===== config.mk =====
export PLATFORM = sky130hd
export DESIGN_NAME = yuvcps_fifo
export DESIGN_NICKNAME = d
export VERILOG_FILES = /design/src/hdl/yuvcps_fifo.sv
export SDC_FILE = /design/constraint.sdc
export NUM_CORES = 1
export LEC_CHECK = 0
export ABC_AREA = 1
export BUFFER_PORTS_ARGS = -buffer_cell sky130_fd_sc_hd__buf_2
export CORE_MARGIN = 3
export CORE_UTILIZATION = 40
export DETAILED_ROUTE_END_ITERATION = 10
export PLACE_DENSITY_LB_ADDON = 0.3
export REMOVE_ABC_BUFFERS = 1
export SETUP_SLACK_MARGIN = 0.15
export SYNTH_ARGS = -nofsm -noshare
export SYNTH_HDL_FRONTEND = slang
export SYNTH_SLANG_ARGS = --single-unit

===== constraint.sdc =====
create_clock -name aclk -period 7.9 [get_ports aclk]
set_input_delay 0 -clock aclk [delete_from_list [all_inputs] [get_ports aclk]]
set_output_delay 0 -clock aclk [all_outputs]
set_load 0.1 [all_outputs]

===== src/hdl/yuvcps_fifo.sv =====
`timescale 1ns / 1ps
`default_nettype none

module yuvcps_fifo #(
    parameter int WIDTH = 81,
    parameter int DEPTH = 4
) (
    input  wire logic aclk,
    input  wire logic aresetn,
    input  wire logic wr_valid,
    output logic      wr_ready,
    input  wire logic [WIDTH-1:0] wr_data,
    output logic      rd_valid,
    input  wire logic rd_ready,
    output logic [WIDTH-1:0] rd_data
);
    localparam int PTR_W = (DEPTH > 1) ? $clog2(DEPTH) : 1;
    localparam int CNT_W = $clog2(DEPTH + 1);

    logic [WIDTH-1:0] mem [DEPTH];
    logic [PTR_W-1:0] wr_ptr_reg, wr_ptr_next;
    logic [PTR_W-1:0] rd_ptr_reg, rd_ptr_next;
    logic [CNT_W-1:0] count_reg, count_next;
    logic wr_en;
    logic rd_en;

    assign wr_ready = (count_reg != CNT_W'(DEPTH));
    assign rd_valid = (count_reg != '0);
    assign wr_en = wr_valid && wr_ready;
    assign rd_en = rd_valid && rd_ready;
    assign rd_data = mem[rd_ptr_reg];

    always_comb begin
        wr_ptr_next = wr_ptr_reg;
        rd_ptr_next = rd_ptr_reg;
        count_next = count_reg;
        if (wr_en) begin
            wr_ptr_next = (wr_ptr_reg == PTR_W'(DEPTH - 1)) ? '0 : wr_ptr_reg + 1'b1;
        end
        if (rd_en) begin
            rd_ptr_next = (rd_ptr_reg == PTR_W'(DEPTH - 1)) ? '0 : rd_ptr_reg + 1'b1;
        end
        unique case ({wr_en, rd_en})
            2'b10: begin
                count_next = count_reg + 1'b1;
            end
            2'b01: begin
                count_next = count_reg - 1'b1;
            end
            default: begin
                count_next = count_reg;
            end
        endcase
    end

    always_ff @(posedge aclk) begin
        if (!aresetn) begin
            wr_ptr_reg <= '0;
            rd_ptr_reg <= '0;
            count_reg  <= '0;
        end else begin
            wr_ptr_reg <= wr_ptr_next;
            rd_ptr_reg <= rd_ptr_next;
            count_reg  <= count_next;
        end
    end

    always_ff @(posedge aclk) begin
        if (wr_en) begin
            mem[wr_ptr_reg] <= wr_data;
        end
    end

    a_count_bound : assert property (@(posedge aclk) disable iff (!aresetn)
        count_reg <= CNT_W'(DEPTH))
        else $error("queue count exceeds depth");

    a_count_inc : assert property (@(posedge aclk) disable iff (!aresetn)
        (wr_en && !rd_en) |=> (count_reg == $past(count_reg) + 1'b1))
        else $error("queue count did not follow a lone write");

endmodule

`default_nettype wire


==> impl.org <==
** Timing
- Post-Route Skew :: 0.01270 ns
- Sum Neg Setup Slack :: 0 ns
- The count of final max-slew check failures was 0.
- Shortest period the worst path allows :: about 3.6 ns
- FMAX :: around 270 MHz
- Headroom to the max-slew limit came out at 28.36%.
- Slew at the pin closest to its max-slew limit :: 1.075 ns
- Setup repair after global routing missed its margin :: false
- In the finished design, the share of the clock period the worst path needs comes to roughly 46%.
- Total count of hold-check failures in the final report :: 0
- Worst slack on hold paths :: 0.02100 ns
- Setup violations remaining at the end of the flow were counted as 0.

** CTS
- Number of H-tree branching levels :: 2
- Source-to-sink clock delay at the later pin of the worst-skew pair :: 0.49 ns
- CTS placed an instance of sky130_fd_sc_hd__clkbuf_16 at the clock tree root.
- Clock buffers created by TritonCTS :: 35
- The clock passes through at most 3 buffers.
- TritonCTS clock tree :: done
- Post-CTS setup repair buffer count :: 0
- Clock Pin Slew Worst Setup and Hold Paths :: 0.06 ns
- Clk sink count :: ~330

** Worst hold path
- The worst hold path terminates at wr_ptr_reg[0]$_SDFFE_PN0P_.
- The worst hold path begins at wr_valid.
- The worst hold path passes through 4 cells.
- The tightest min-delay check is of the input port to flip-flop type.

** Synth
- The most used flip-flop cell after synthesis is sky130_fd_sc_hd__edfxtp_1.
- The cell area that synthesis handed to floorplanning was 12570 µm².
- The commonest cells after synthesis are 324 x sky130_fd_sc_hd__edfxtp_1, 157 x sky130_fd_sc_hd__nor2_1, 144 x sky130_fd_sc_hd__o21ai_0.
- Number of different library cells in the post-synthesis netlist :: 24
- Cell with the most instances after synthesis :: sky130_fd_sc_hd__edfxtp_1
- Fraction of synthesis flops using an asynchronous set or reset pin :: 0%
- Dividing the synthesized area by the synthesized cell count gives ~15 µm².
- Multiplexer cells account for 0% of the synthesized area.
- Count of flip-flops with a built-in enable after synthesis :: 324
- After synthesis, the cell types taking the most area are sky130_fd_sc_hd__edfxtp_1 77%, sky130_fd_sc_hd__o21ai_0 5.7%, sky130_fd_sc_hd__nor2_1 4.7%.
- Yosys top cell by area :: sky130_fd_sc_hd__edfxtp_1
- After synthesis, the largest area contributor takes up 77.37% of total cell area.
- Compound-cell area share of the yosys netlist :: 10.68%
- Dominant combinational cell family by area after synthesis :: compound AO/OA/AOI/OAI gates
- Flop and latch count out of synthesis :: ~330
- Of the total synthesized cell area, the portion taken by XOR and XNOR cells is 0%.
- Adder-cell share of the synthesized area :: 0.7562%
- After Yosys synthesis, and, or, nand and nor cells account for 6.299% of the synthesized area.
- Number of instances in the synthesized netlist :: around 850
- Number of warnings issued by yosys :: 0
- Summing the sequential cell areas from Yosys gives 78.81% of the chip area.

** Worst setup path
- The critical path contains buffers and inverters numbering 3 combined.
- Startpoint type of the worst setup path :: flip-flop
- Critical path start-end classification :: flip-flop to output port
- Measured in cells, the most critical reg-to-reg path has a length of 5.
- Traced cell by cell, the critical path runs through buf_4 -> inv_8 -> o21ai_0 -> o22ai_1 -> buf_2.
- Slowest Stage Delay on Critical Path :: approximately 0.90 ns
- The worst register-to-register path ends at mem[0][59]$_DFFE_PP_.
- Flop-to-flop setup slack :: between 5 and 6 ns
- Nature of the critical path endpoint :: output port
- Max FO, Critical Path :: roughly 160
- Crit-path slowest cell :: sky130_fd_sc_hd__buf_4
- Startpoint of the most critical register-to-register path :: count_reg[1]$_SDFFE_PN0P_
- Worst path required time :: 7.90 ns
- For the worst setup path, the data arrival time is ~3.7 ns.
- Grouping stages by cell kind, the critical path spends the most delay in buffers and inverters.

** Floorplan
- DIE HEIGHT :: 183.3 µm
- The die covers approximately 34000 µm².
- Core region area :: 30750 µm²
- Core Rows :: 64
- Initial Util :: 40.89%
- Die width :: 183.3 µm
- 168 I/O pins were placed.

** Global route
- Initial antenna violation count :: 1
- Entering global routing, the biggest net connects about 160 pins.
- Combined global-route utilization of all metal layers :: 15.74%
- For this run the aggregate overflow at the end of global routing stands at 0.
- Via count of the first global-routing pass :: about 7.6k
- First-pass GRT wire length :: 41.78 mm

** Layout
- Core utilization of the finished layout :: 50.62%
- After the last flow step, the layout net total stands at between 1k and 1.5k.
- Number of flip-flops in the largest register :: between 300 and 400
- From synthesis to final layout, the design area changed by 23.79%.
- Final non-filler cell area :: 15570 µm²
- Proportion of layout cells with a drive suffix above 1 :: between 20 and 25%

** Detailed routing
- Drt first-iter violations :: 505
- Detailed-route via count :: 7593
- Avg WL per Cell :: 17.75 µm
- Drt drc :: 0
- DRT Pass-1 Iters :: 5
- Dividing the detail-routed via count by the number of cells gives 5.015.
- Once detail routing completed, the nets flagged for antenna violations numbered 0.
- The routed design has 26.88 mm of wire.

** Place
- Routability congestion estimate :: 0.7065
- In this run the cell area measured after placement is 13640 µm².
- Buffers placed on the I/O ports in this run total 167.
- Detailed placement HPWL :: ~14 mm

** Run status
- The run finished with clean final reports.

** Flow run
- Max-cap viol count :: 0
[placed cells by master (no fill, tap or decap), types with 2 or more instances in the layout]
cell                            count
sky130_fd_sc_hd__edfxtp_1         324
sky130_fd_sc_hd__buf_2            167
sky130_fd_sc_hd__nor2_1           153
sky130_fd_sc_hd__o21ai_0          144
sky130_fd_sc_hd__dlygate4sd3_1     83
sky130_fd_sc_hd__o22ai_1           81
sky130_fd_sc_hd__clkbuf_16         37
sky130_fd_sc_hd__o21ai_1           20
sky130_fd_sc_hd__nor2_2            20
sky130_fd_sc_hd__inv_1             15
sky130_fd_sc_hd__nand2_1           14
sky130_fd_sc_hd__buf_4              8
sky130_fd_sc_hd__dfxtp_1            7
sky130_fd_sc_hd__ha_1               6
sky130_fd_sc_hd__clkbuf_1           6
sky130_fd_sc_hd__clkinv_2           6
sky130_fd_sc_hd__nor2_4             4
sky130_fd_sc_hd__clkinv_1           4
sky130_fd_sc_hd__a21oi_1            3
sky130_fd_sc_hd__clkinv_4           2
sky130_fd_sc_hd__bufinv_16          2
sky130_fd_sc_hd__clkinvlp_4         2
[metrics by stage]
stage | std cells | worst slack, ns
floorplan | 800 | 2.636
global placement | 1371 | 4.836
detailed placement | 1371 | 4.757
CTS | 1513 | 4.231
global route | 1513 | 3.892
finish | 1514 | 4.253
[worst max path at each step]
stage | endpoint | depth (start not counted)
global placement | rd_data[50] | 5
CTS | rd_data[24] | 5
global route | rd_data[50] | 5
finish | rd_data[24] | 5
floorplan | mem[0][0]$_DFFE_PP_ | 4
detailed placement | rd_data[30] | 5
[final cells by class]
class,count,area [µm²]
multi-input combinational,450,2260
sequential,333,9915
antenna,1,2.502
timing repair buffer,258,1727
tap,396,495.5
clock buffer,44,962.2
inverter,17,76.32
fill,2635,15180
clock inverter,15,128.9
[logic make-up (layout without fill, tap and decap cells)]
| family | count (synthesis) | in the layout |
|---|---|---|
| DFF | 333 | 333 |
| AOI/OAI and AO/OA | 248 | 248 |
| and+or+nand+nor | 195 | 195 |
| buffers and inverters | 69 | 334 |
| adders and majority gates | 7 | 7 |
| other | 0 | 1 |
[tightest hold or removal path: cells and delay by family]
family	cells	cell delay, ns
AND/OR/NAND/NOR	3	0.39
buffers and inverters	1	0.08
[layer usage]
metal  up-vias  wire length, µm  track usage (%)  part of all wire (%)
met2       211            12570            26.05                    47
li1       3674                -                -                     -
met4         0              525            4.296                   2.0
met1      3665            12230            21.28                    45
met3        43             1558            3.411                   5.8
met5         -                0                0                     0
[timing repair]
item | CTS | global route
hold endpoints to repair | 333 | 0
hold buffers | 83 | 0
endpoints found under the setup margin | 0 | 0
resized for setup | 0 | 0
Power is left out: the tool's default activity adds up to more than one toggle a clock period on the data nets, which glitch-free logic cannot reach.
