`src/hdl/yuvcps_pkg.sv`:
```
`timescale 1ns / 1ps
`default_nettype none

package yuvcps_pkg;

    // Eight hypotheses; the index is {swap_uv, full_range, bt709}.
    localparam int NUM_HYP = 8;
    localparam int HYP_W = 3;
    localparam int NUM_PAIRS = NUM_HYP / 2;

    // Width and limit of the reported score.
    localparam int SCORE_W = 24;
    localparam logic [SCORE_W-1:0] SCORE_MAX = '1;

    // Depth of the queue between the front and back halves.
    localparam int QUEUE_DEPTH = 4;

    // Configuration register indexes.
    localparam int CFG_IDX_W = 2;
    typedef enum logic [CFG_IDX_W-1:0] {
        REG_META_SWAP_UV    = 2'd0,
        REG_META_FULL_RANGE = 2'd1,
        REG_META_BT709      = 2'd2
    } cfg_reg_t;

    // Metadata hypothesis; packed so that it reads directly as a hypothesis index.
    typedef struct packed {
        logic swap_uv;
        logic full_range;
        logic bt709;
    } meta_cfg_t;

    localparam meta_cfg_t META_RESET = '{swap_uv: 1'b0, full_range: 1'b0, bt709: 1'b1};

    // Conversion coefficients in ten-thousandths.
    // First index: 0 = BT.601, 1 = BT.709. Second: R from V, G from U, G from V, B from U.
    localparam int COEF_E4 [2][4] = '{
        '{15960, 3918, 8130, 20172},
        '{17927, 2132, 5329, 21124}
    };
    localparam int K_LUMA_E4 = 11643;

    localparam int COEF_RV = 0;
    localparam int COEF_GU = 1;
    localparam int COEF_GV = 2;
    localparam int COEF_BU = 3;

    // Converts a coefficient in ten-thousandths to fixed point, rounding half up.
    function automatic longint to_q(input longint e4, input int frac);
        return (e4 * (longint'(1) << frac) + 64'sd5000) / 64'sd10000;
    endfunction

endpackage

`default_nettype wire

```
`src/hdl/yuvcps_back.sv`:
```
`timescale 1ns / 1ps
`default_nettype none

module yuvcps_back #(
    parameter int FRAC_BITS = 12,
    parameter int ACC_WIDTH = 24
) (
    input  wire logic aclk,
    input  wire logic aresetn,
    input  wire logic q_valid,
    output logic      q_ready,
    input  wire logic [yuvcps_pkg::NUM_HYP*(FRAC_BITS+4):0] q_data,
    input  wire yuvcps_pkg::meta_cfg_t meta,
    output logic      res_valid,
    input  wire logic res_ready,
    output logic [yuvcps_pkg::HYP_W-1:0] res_pick,
    output logic [yuvcps_pkg::SCORE_W-1:0] res_score
);
    import yuvcps_pkg::*;

    localparam int AW = FRAC_BITS + 4;

    logic adv;
    logic pop;
    logic q_last;

    // Running totals and their snapshot, reloaded at every popped sample.
    logic [ACC_WIDTH-1:0] tot_reg [NUM_HYP];
    logic [ACC_WIDTH-1:0] tot_sat [NUM_HYP];
    logic [ACC_WIDTH-1:0] fin_reg [NUM_HYP];
    logic fin_valid_reg;
    logic tot_all_zero;

    // First compare level: pairwise winners.
    logic p1_valid_reg;
    logic [ACC_WIDTH-1:0] p1_val_reg [NUM_PAIRS];
    logic [HYP_W-1:0] p1_idx_reg [NUM_PAIRS];
    logic [ACC_WIDTH-1:0] p1_val_next [NUM_PAIRS];
    logic [HYP_W-1:0] p1_idx_next [NUM_PAIRS];
    logic [ACC_WIDTH-1:0] p1_meta_tot_reg;
    logic [HYP_W-1:0] p1_meta_idx_reg;

    // Second level: overall minimum, lowest index on ties.
    logic p2_valid_reg;
    logic [ACC_WIDTH-1:0] p2_min_reg, p2_min_next;
    logic [HYP_W-1:0] p2_idx_reg, p2_idx_next;
    logic [ACC_WIDTH-1:0] p2_meta_tot_reg;
    logic [HYP_W-1:0] p2_meta_idx_reg;
    logic [ACC_WIDTH-1:0] w01_val, w23_val;
    logic [HYP_W-1:0] w01_idx, w23_idx;

    // Result register.
    logic out_valid_reg;
    logic [HYP_W-1:0] out_pick_reg, out_pick_next;
    logic [SCORE_W-1:0] out_score_reg, out_score_next;

    assign adv = !out_valid_reg || res_ready;
    assign q_ready = adv;
    assign pop = q_valid && adv;
    assign q_last = q_data[NUM_HYP*AW];

    for (genvar h = 0; h < NUM_HYP; h++) begin : g_acc
        logic [ACC_WIDTH:0] sum;
        assign sum = {1'b0, tot_reg[h]} + (ACC_WIDTH+1)'(q_data[h*AW +: AW]);
        assign tot_sat[h] = sum[ACC_WIDTH] ? '1 : sum[ACC_WIDTH-1:0];
    end

    for (genvar j = 0; j < NUM_PAIRS; j++) begin : g_pair
        always_comb begin
            if (fin_reg[2*j+1] < fin_reg[2*j]) begin
                p1_val_next[j] = fin_reg[2*j+1];
                p1_idx_next[j] = HYP_W'(2*j+1);
            end else begin
                p1_val_next[j] = fin_reg[2*j];
                p1_idx_next[j] = HYP_W'(2*j);
            end
        end
    end

    always_comb begin
        w01_val = (p1_val_reg[1] < p1_val_reg[0]) ? p1_val_reg[1] : p1_val_reg[0];
        w01_idx = (p1_val_reg[1] < p1_val_reg[0]) ? p1_idx_reg[1] : p1_idx_reg[0];
        w23_val = (p1_val_reg[3] < p1_val_reg[2]) ? p1_val_reg[3] : p1_val_reg[2];
        w23_idx = (p1_val_reg[3] < p1_val_reg[2]) ? p1_idx_reg[3] : p1_idx_reg[2];
        p2_min_next = (w23_val < w01_val) ? w23_val : w01_val;
        p2_idx_next = (w23_val < w01_val) ? w23_idx : w01_idx;
    end

    // The metadata hypothesis keeps the pick whenever it shares the minimum.
    always_comb begin
        out_pick_next = (p2_meta_tot_reg == p2_min_reg) ? p2_meta_idx_reg : p2_idx_reg;
        if (p2_min_reg > ACC_WIDTH'(SCORE_MAX)) begin
            out_score_next = SCORE_MAX;
        end else begin
            out_score_next = SCORE_W'(p2_min_reg);
        end
    end

    always_comb begin
        tot_all_zero = 1'b1;
        for (int h = 0; h < NUM_HYP; h++) begin
            if (tot_reg[h] != '0) begin
                tot_all_zero = 1'b0;
            end
        end
    end

    always_ff @(posedge aclk) begin
        if (!aresetn) begin
            for (int h = 0; h < NUM_HYP; h++) begin
                tot_reg[h] <= '0;
            end
            fin_valid_reg <= 1'b0;
            p1_valid_reg  <= 1'b0;
            p2_valid_reg  <= 1'b0;
            out_valid_reg <= 1'b0;
        end else begin
            if (pop) begin
                for (int h = 0; h < NUM_HYP; h++) begin
                    tot_reg[h] <= q_last ? '0 : tot_sat[h];
                end
            end
            if (adv) begin
                fin_valid_reg <= pop && q_last;
                p1_valid_reg  <= fin_valid_reg;
                p2_valid_reg  <= p1_valid_reg;
                out_valid_reg <= p2_valid_reg;
            end
        end
    end

    always_ff @(posedge aclk) begin
        if (pop) begin
            fin_reg <= tot_sat;
        end
        if (adv) begin
            p1_val_reg      <= p1_val_next;
            p1_idx_reg      <= p1_idx_next;
            p1_meta_tot_reg <= fin_reg[HYP_W'(meta)];
            p1_meta_idx_reg <= HYP_W'(meta);
            p2_min_reg      <= p2_min_next;
            p2_idx_reg      <= p2_idx_next;
            p2_meta_tot_reg <= p1_meta_tot_reg;
            p2_meta_idx_reg <= p1_meta_idx_reg;
            out_pick_reg    <= out_pick_next;
            out_score_reg   <= out_score_next;
        end
    end

    assign res_valid = out_valid_reg;
    assign res_pick  = out_pick_reg;
    assign res_score = out_score_reg;

    a_frame_clear : assert property (@(posedge aclk) disable iff (!aresetn)
        (pop && q_last) |=> tot_all_zero)
        else $error("totals not cleared after the last sample");

    a_min_vs_meta : assert property (@(posedge aclk) disable iff (!aresetn)
        p2_valid_reg |-> (p2_min_reg <= p2_meta_tot_reg))
        else $error("minimum exceeds the metadata total");

    // The snapshot stage only loads on an advancing edge; while stalled it holds.
    a_fin_source : assert property (@(posedge aclk) disable iff (!aresetn)
        (fin_valid_reg && $past(adv)) |-> $past(pop && q_last))
        else $error("snapshot without a last sample");

endmodule

`default_nettype wire

```
`config.mk`:
```
export PLATFORM = sky130hd
export DESIGN_NAME = yuvcps_back
export DESIGN_NICKNAME = d
export VERILOG_FILES = /design/src/hdl/yuvcps_pkg.sv /design/src/hdl/yuvcps_back.sv
export SDC_FILE = /design/constraint.sdc
export NUM_CORES = 1
export LEC_CHECK = 0
export BUFFER_PORTS_ARGS = -buffer_cell sky130_fd_sc_hd__buf_2
export CELL_PAD_IN_SITES_DETAIL_PLACEMENT = 0
export CELL_PAD_IN_SITES_GLOBAL_PLACEMENT = 1
export CORE_MARGIN = 1
export CORE_UTILIZATION = 45
export DETAILED_ROUTE_END_ITERATION = 8
export GPL_ROUTABILITY_DRIVEN = 0
export GPL_TIMING_DRIVEN = 0
export PLACE_DENSITY = 0.84
export REMOVE_ABC_BUFFERS = 1
export SETUP_SLACK_MARGIN = 0.3
export SLEW_MARGIN = 30
export SYNTH_ARGS = -nofsm -noshare
export SYNTH_HDL_FRONTEND = slang
export SYNTH_SLANG_ARGS = --single-unit
```
`constraint.sdc`:
```
create_clock -name aclk -period 12.65 [get_ports aclk]
set_input_delay 3.795 -clock aclk [delete_from_list [all_inputs] [get_ports aclk]]
set_output_delay 3.795 -clock aclk [all_outputs]
set_load 0.005 [all_outputs]
```
==> key figures <==
Min path
  • HP Class: reg -> reg
  • Hold path startpoint: p1_meta_tot_reg[18]

Power
  • Lkg Pwr: 16.65 nW
  • Power, Total: 6.419 mW
  • Pwr/cell area: 161.8 nW/um^2
  • VDD IR max: 0.00008648 V

STA
  • Hold Fails Final Rpt: 0
  • RSZ-0062 raised after global routing: false
  • Maximum clock frequency: 116.7 MHz
  • Final min period: 8.567 ns
  • Worst-Margin Slew: 0.9504 ns
  • Final setup vio count: 0
  • Fin. max-slew vios: 0
  • Skew final: 0.02378 ns
  • Tcrit/Tclk final: 0.6772
  • WHS: 0.4111 ns
  • Slew Limit Headroom: 0.3664
  • Setup TNS: 0 ns

Global routing
  • Number of global-route vias before repair: 23030
  • First-pass GRT wire length: 133800 um
  • Global route overflow: 0
  • Largest net degree at the start of global routing: 96
  • Total Routing Usage GR: 0.2213
  • Initial antenna violation count: 1

Synthesis
  • Netlist cell types: 90
  • Post-Syn Instances: 2989
  • YS warnings: 0
  • Post-Syn Area: 35310 um^2
  • Synthesis-stage register bit count: 596
  • Sequential share of the synthesized area: 0.5057
  • Post-synth ARST share: 0
  • Synth Area per Inst: 11.81 um^2
  • Number of synthesized flops with an enable pin: 592
  • Commonest register cell after synthesis: edfxtp_1

Clocking
  • Clock buffer count from CTS: 66
  • Worst skew pair latency: 0.60 ns
  • CTS sink count: 596
  • CTS root buf: clkbuf_16
  • Post_cts resized: 0
  • Post-CTS setup buffer count: 0
  • CTS tree: built
  • Post-CTS Hold Buffers: 0
  • H-Tree Depth: 3
  • Worst-path clk slew: 0.06 ns
  • Max clock buf depth: 3

Cells and area
  • Fraction of layout cells with a size suffix above 1: 0.1530
  • Nets: 3566
  • Fillers: 6800
  • Seq. cell area: 17860 um^2
  • Non-filler instance count after layout: 4223
  • Multi-input gate area: 16180 um^2
  • Layout area overhead: 12.32%

Placement
  • DP HPWL: 66020 um
  • Post-placement cell count: 4105
  • PortBufs: 164

Floorplanning
  • Die width: 282.1 um
  • Die extent in y: 282.1 um
  • Initial Utilization: 0.4551
  • Io pins: 165
  • Core Rows: 102
  • Core area: 77590 um^2
  • Die ar.: 79600 um^2

Drt
  • Initial DRC Count: 1959
  • Wire length per cell: 20.66 um
  • Total Wirelength: 87240 um
  • Routed Antenna Nets: 0
  • Number of remaining DRC errors: 0
  • Routed vias: 24050
  • Pre-antenna DRT Iters: 5
  • Vias per std cell: 5.695

Flow run
  • Maxcap violations: 0

Worst setup path
  • Worst Setup SP: res_ready
  • Crit path launch type: primary input
  • Reg-to-reg setup timing slack: 6.77 ns
  • Critical Path AT: 4.77 ns
  • Required @ worst endpoint: 8.85 ns
  • CP Class: in -> out
  • Worst R2R Start: p1_val_reg[54]
  • CP Capture Type: output pin
  • Maximum fanout along the worst path: 30

Run status
  • Status: finished, final reports clean
## cells in the mapped netlist (all sizes together) (36+ instances only)
library cell	number	area (um^2)
xor2	65	569.3
a21oi	233	1174
ha	289	3616
a31oi	44	287.8
clkbuf	73	274.0
nand3	54	275.3
nor3	60	315.3
mux2	140	1577
inv	225	844.6
edfxtp	592	17780
a211oi	41	337.8
xnor2	53	464.2
mux2i	51	510.5
nand2	218	818.3
buf	38	237.7
o21ai	99	503.0
nor2	118	442.9
and2	98	615.6
o21a	36	270.3
a21o	63	473.0
mux4	48	1081
## cell families (layout without fill, tap and decap cells)
family,count (synthesis),after routing,synth area share
mux,239,239,0.08971
buf+inv,336,529,0.03841
other cells,0,1,0
xor+xnor,118,118,0.02927
flops,596,596,0.5057
fa+ha+maj,297,297,0.1069
compound gates,648,648,0.1198
simple gates,755,755,0.1103
## power by group
| part | switching, mW | internal (mW) |
|---|---|---|
| Clock | 0.809 | 1.13 |
| Sequential | 0.228 | 2.60 |
| Combinational | 0.940 | 0.714 |
## through the flow
step           area (um^2)  utilization  setup slack (ns)
2_1_floorplan        34800            -            -3.239
3_3_place_gp         36920       0.4759            -9.610
3_5_place_dp         37500       0.4833             4.083
4_1_cts              39660       0.5111             4.081
5_1_grt              39660       0.5111             4.055
6_report             39660       0.5112             4.083
## placed cells by master, fill, tap and decap left out, types with 24 or more instances in the layout
cell type,instances
edfxtp_1,592
ha_1,289
a21oi_1,231
inv_1,223
nand2_1,215
buf_2,166
nor2_1,117
mux2_2,96
and2_1,95
o21ai_0,68
clkbuf_16,68
xor2_1,65
a21o_1,63
nor3_1,57
nand3_1,53
xnor2_1,53
mux2i_1,51
mux4_2,48
mux2_1,44
a31oi_1,42
o21a_1,36
a211oi_1,35
nand4_1,32
and3_1,32
o21ai_1,28
nand2b_1,25
o211ai_1,24
## cell type report
type	count	area share
clock buffer	72	0.04328
inverter	225	0.02167
timing repair buffer	187	0.03293
tap	1040	0.03281
sequential	596	0.4502
clock inverter	45	0.01123
antenna	1	0.00006309
multi-input combinational	2057	0.4078
## worst max-delay path: stages
cell and delay, ns:
buf_2 0.10, nor2b_1 0.48, inv_8 0.20, buf_2 0.19
## per-layer routing
metal  part of all wire  routed length [um]  vias up  global-route usage
met5                  0                   0        -                   0
li1                   -                   -    11580                   -
met1               0.45               39290    11590              0.3141
met4              0.042                3631        0             0.09605
met2               0.45               39070      744              0.3432
met3              0.060                5242      136             0.02445
## final timing paths
path / to / cells past startpoint
worst max-delay path: q_ready / 4
worst max register to register: p2_min_reg[20] / 17
worst min register to register: p2_meta_tot_reg[18] / 0
worst min-delay path: p2_meta_tot_reg[18] / 0
(Power assumes the default switching activity.)
